[config.mk]
export PLATFORM = sky130hd
export DESIGN_NAME = lph_ram
export DESIGN_NICKNAME = d
export VERILOG_FILES = /design/src/rtl/lph_ram.sv
export SDC_FILE = /design/constraint.sdc
export NUM_CORES = 1
export LEC_CHECK = 0
export ABC_AREA = 1
export BUFFER_PORTS_ARGS = -buffer_cell sky130_fd_sc_hd__buf_2
export CAP_MARGIN = 20
export CELL_PAD_IN_SITES_DETAIL_PLACEMENT = 1
export CELL_PAD_IN_SITES_GLOBAL_PLACEMENT = 1
export CORE_MARGIN = 4
export CORE_UTILIZATION = 44
export CTS_BUF_LIST = sky130_fd_sc_hd__clkbuf_16
export CTS_CLUSTER_DIAMETER = 200
export CTS_CLUSTER_SIZE = 8
export DETAILED_ROUTE_END_ITERATION = 8
export GPL_ROUTABILITY_DRIVEN = 0
export PLACE_DENSITY_LB_ADDON = 0.1
export SYNTH_ARGS = -nofsm -noshare
export SYNTH_HDL_FRONTEND = slang
export SYNTH_SLANG_ARGS = --single-unit
[constraint.sdc]
create_clock -name clk_i -period 1 [get_ports clk_i]
set_input_delay 0.1 -clock clk_i [delete_from_list [all_inputs] [get_ports clk_i]]
set_output_delay 0.1 -clock clk_i [all_outputs]
set_load 0.02 [all_outputs]
[src/rtl/lph_ram.sv]
`timescale 1ns / 1ps
// ----------------------------------------------------------------------------
// lph_ram
// Single write port, single read port RAM with registered read data.
// ----------------------------------------------------------------------------
module lph_ram #(
  parameter int unsigned WIDTH = 8,
  parameter int unsigned DEPTH = 16
) (
  input  logic                     clk_i,
  input  logic                     we_i,
  input  logic [$clog2(DEPTH)-1:0] waddr_i,
  input  logic [WIDTH-1:0]         wdata_i,
  input  logic                     re_i,
  input  logic [$clog2(DEPTH)-1:0] raddr_i,
  output logic [WIDTH-1:0]         rdata_o
);

  logic [WIDTH-1:0] mem_q [DEPTH];
  logic [WIDTH-1:0] rdata_q;

  always_ff @(posedge clk_i) begin
    if (we_i) begin
      mem_q[waddr_i] <= wdata_i;
    end
    if (re_i) begin
      rdata_q <= mem_q[raddr_i];
    end
  end

  assign rdata_o = rdata_q;

endmodule

# [Yosys cells after proc, flatten, opt, wreduce, memory -nomap -nowiden]
# Memory sizes are Yosys's and may differ from the RTL's. A register that Yosys moved wholly into a read port is not among the register bits.
# Cells that the tools add are included.
[op_classes] n_mux=2
[ops] cell="$mux W1" n=2
[totals] word_cells=3 out_inout_bits=8 mem_count=1 regBits=0 ramBits=128 input_bits=19
[memory_table] memory="mem_q" words=16 word_bits=8 rd=1 rd_ports_with_merged_regs=1 wr=1 line="19" source="logic [WIDTH-1:0] mem_q [DEPTH];"

# [Depth between registers and ports, before layout]
[depth] depth_word=2 depth_mapped=8 depth_no_buf=7

# [Worst setup path after synthesis]
# Ideal clock, no wire load.
[synth_path] kind="input -> register" start="input port waddr_i[3]" end="memory mem_q[4][0] (enable)" slack_ns=-0.051 stages=2 setup_time_ns=0.370 path_buffers=0 required_time_ns=0.630 t_arrival_ns=0.681 path_cell_list="nand3b_1 > nor2_1"
[synth_lines] item="from (decl)" line="12" source="input logic [$clog2(DEPTH)-1:0] waddr_i,"
[synth_lines] item="to (decl)" line="19"
# No word-level cell before the write port.

# [Worst setup path after layout]
[layout_path] start="register rdata_q[4], in the netlist rdata_o[4], read port of mem_q" end="output port rdata_o[4]"
[layout_lines] item="from (decl)" line="20" source="logic [WIDTH-1:0] rdata_q;"
[layout_lines] item="to (decl)" line="16" source="output logic [WIDTH-1:0] rdata_o"
# No word-level cell between the ends.

==> metrics.cfg <==
[status]
status=complete, but fails checks
violations=negative setup slack

[final_layout]
antenna_cells=0
nFillCells=1372
nets=627
final_common_cell=nand2_1
mostFrequentLayoutCells=nand2_1 (168), edfxtp_1 (136), inv_1 (106)
stdcell_area_um2=7209
area_delta_synth_final_pct=23.30
drive_above_1_share_pct=22.71

[yosys]
syn_inst=551
synth_cell_types=11
ys_seq_area_share_pct=69.85
synthXorXnorAreaFrac_pct=0
synth_compound_area_share_pct=0
ys_ff_latch=136
synth_top_family_by_area=simple AND/OR/NAND/NOR gates
syn-cell-area_um2=5847
avgSynthCellArea_um2=10.61
synth.area.mux_share_pct=0
synthAdderAreaFrac_pct=0
synthSimpleGateAreaFrac_pct=20.76
synth_fp_nets=570
yosysWarnings=0

[grt]
antenna_found_initial=0
track_usage_pct=21.10
overflow=0
grt_first_pass_wirelength_mm=22.87
grt_pass1_vias=4232
grt_max_degree=36

[route]
drc_errors=0
drt_iter0_markers=324
finalWirelength_mm=14.71
wl_per_cell_um=18.55
num_vias=3961
drt_pass1_iterations=4
final_antenna_net_count=0
vias_per_cell=4.995

[pwr]
internal-power_mw=9.815
p_per_area_nw_per_um2=1757
switching_share_pct=22.52
netSwitchingPower_mw=2.853
leakage_nw=3.137
ir_drop_v=0.001429
pwr-share-seq_pct=51.1
p_comb_share_pct=8.2
p_clk_share_pct=40.8

[placement]
placed_cell_area_um2=6429
post-dp-hpwl_mm=9.677
dp_slack_ns=-0.3209
io_buffers=26

[timing]
maxSlewViolCount=0
fin_ws_ns=-0.1021
hold_viol_final=0
finalSetupViolCount=16
fin_crit_ns=1.102
holdWs_ns=0.05224
fmax_ghz=0.9074
slew_headroom_pct=65.07
fin_worst_skew_ns=0.008593
tightest_slew_ns=0.5231
rsz0062_at_grt=true
final.period_utilization_pct=110.2

[floorplan]
placementRows=41
ios=27
core_region_area_um2=12820
die_x_um=123.3
dieArea_um2=15200
start_util_pct=45.59
die_h_um=123.3

[critical_path]
worst_setup_path_end_kind=output pin
path_cells=buf_6
cp.required_ns=0.90
crit_type=reg2out
start_kind=flip-flop
cp_max_fo=1
cp_slowest_cell=edfxtp_1
arrival_ns=1.00
slowest_delay_ns=0.42
critical_path_buf_inv_count=1
regToRegSetupSlack_ns=-0.09
critical-path-top-delay-family=flip-flops

[cts]
clk_path_buf_depth=2
cts_tree=yes
cts_htree_levels=4
cts_setup_buffers=0
cts_root_buffer=clkbuf_16
clkSinkCount=136
numCtsBuffers=17
clk_latency_ns=0.42
cts.reportedPaths.clkPinSlew_ns=0.06

[hold_path]
min_path_type=in2reg

[run]
cap_viol_max_count=0

-- kinds of logic after synthesis --
kind of cell  Yosys count
buf+inv               126
flops                 136
simple gates          289
-- final cells by class --
class,instances,area [um2],area share [%]
flip-flops and latches,136,4084,56.65
well taps,172,215.2,2.985
inverters,102,382.9,5.311
clock buffers,17,425.4,5.901
repair buffers,62,569.3,7.897
multi-input cells,289,1474,20.44
clock inverters,15,58.81,0.8157
-- state kept, by name, indices dropped and copies added, names as in the netlist --
| signal | flops |
|---|---|
| rdata_o | 8 |
| mem_q | 128 |
-- worst paths after layout --
check / startpoint / endpoint / cells past startpoint
setup / recovery: rdata_o[4] / rdata_o[4] / 1
hold / removal: re_i / rdata_o[2] / 1
hold reg to reg: mem_q[2][1] / rdata_o[1] / 6
setup reg to reg: mem_q[11][7] / rdata_o[7] / 6
-- per-stage QoR --
stage / util, % / cells / total power [mW] / TNS [ns]
2_1_floorplan: - / 551 / 7.058 / -4.120
3_3_place_gp: 50.13 / 761 / 7.486 / -11.89
3_5_place_dp: 50.13 / 761 / 7.515 / -16.63
4_1_cts: 55.62 / 793 / 12.74 / -1.149
5_1_grt: 56.21 / 793 / 13.17 / -1.650
6_report: 56.21 / 793 / 12.67 / -0.9649
-- metal layers --
metal	part of all wire (%)	vias to the layer above	wire, um	GRT usage (%)
li1	-	1900	-	-
met1	42	1959	6104	25.57
met2	52	86	7630	36.83
met3	4.8	16	711	4.712
met4	1.8	0	262	7.889
met5	0	-	0	0
-- power by group through the flow --
stage	clock network, mW	registers, mW	logic, mW
CTS	5.25	6.47	1.02
finish	5.16	6.47	1.03
global placement	0	6.57	0.912
detailed placement	0	6.58	0.936
global route	5.56	6.48	1.13
floorplan	0	6.61	0.452
-- repair_timing --
item                                    4_1_cts  5_1_grt
pin swaps                                    36       13
endpoints found under the setup margin       16       16
gates cloned                                  0        0
hold buffers                                  0        0
gates resized for setup                      48       21
-- synth_stat cells --
cell type,n,area [um2]
buf_4,4,30.03
inv_2,2,7.510
nand3b_1,2,15.01
buf_1,1,3.750
nand2_1,173,649.4
nor2_1,17,63.81
buf_6,6,67.56
edfxtp_1,136,4084
nand3_1,97,485.5
inv_1,100,375.4
buf_2,13,65.06
Power figures use the tool's default switching activity.
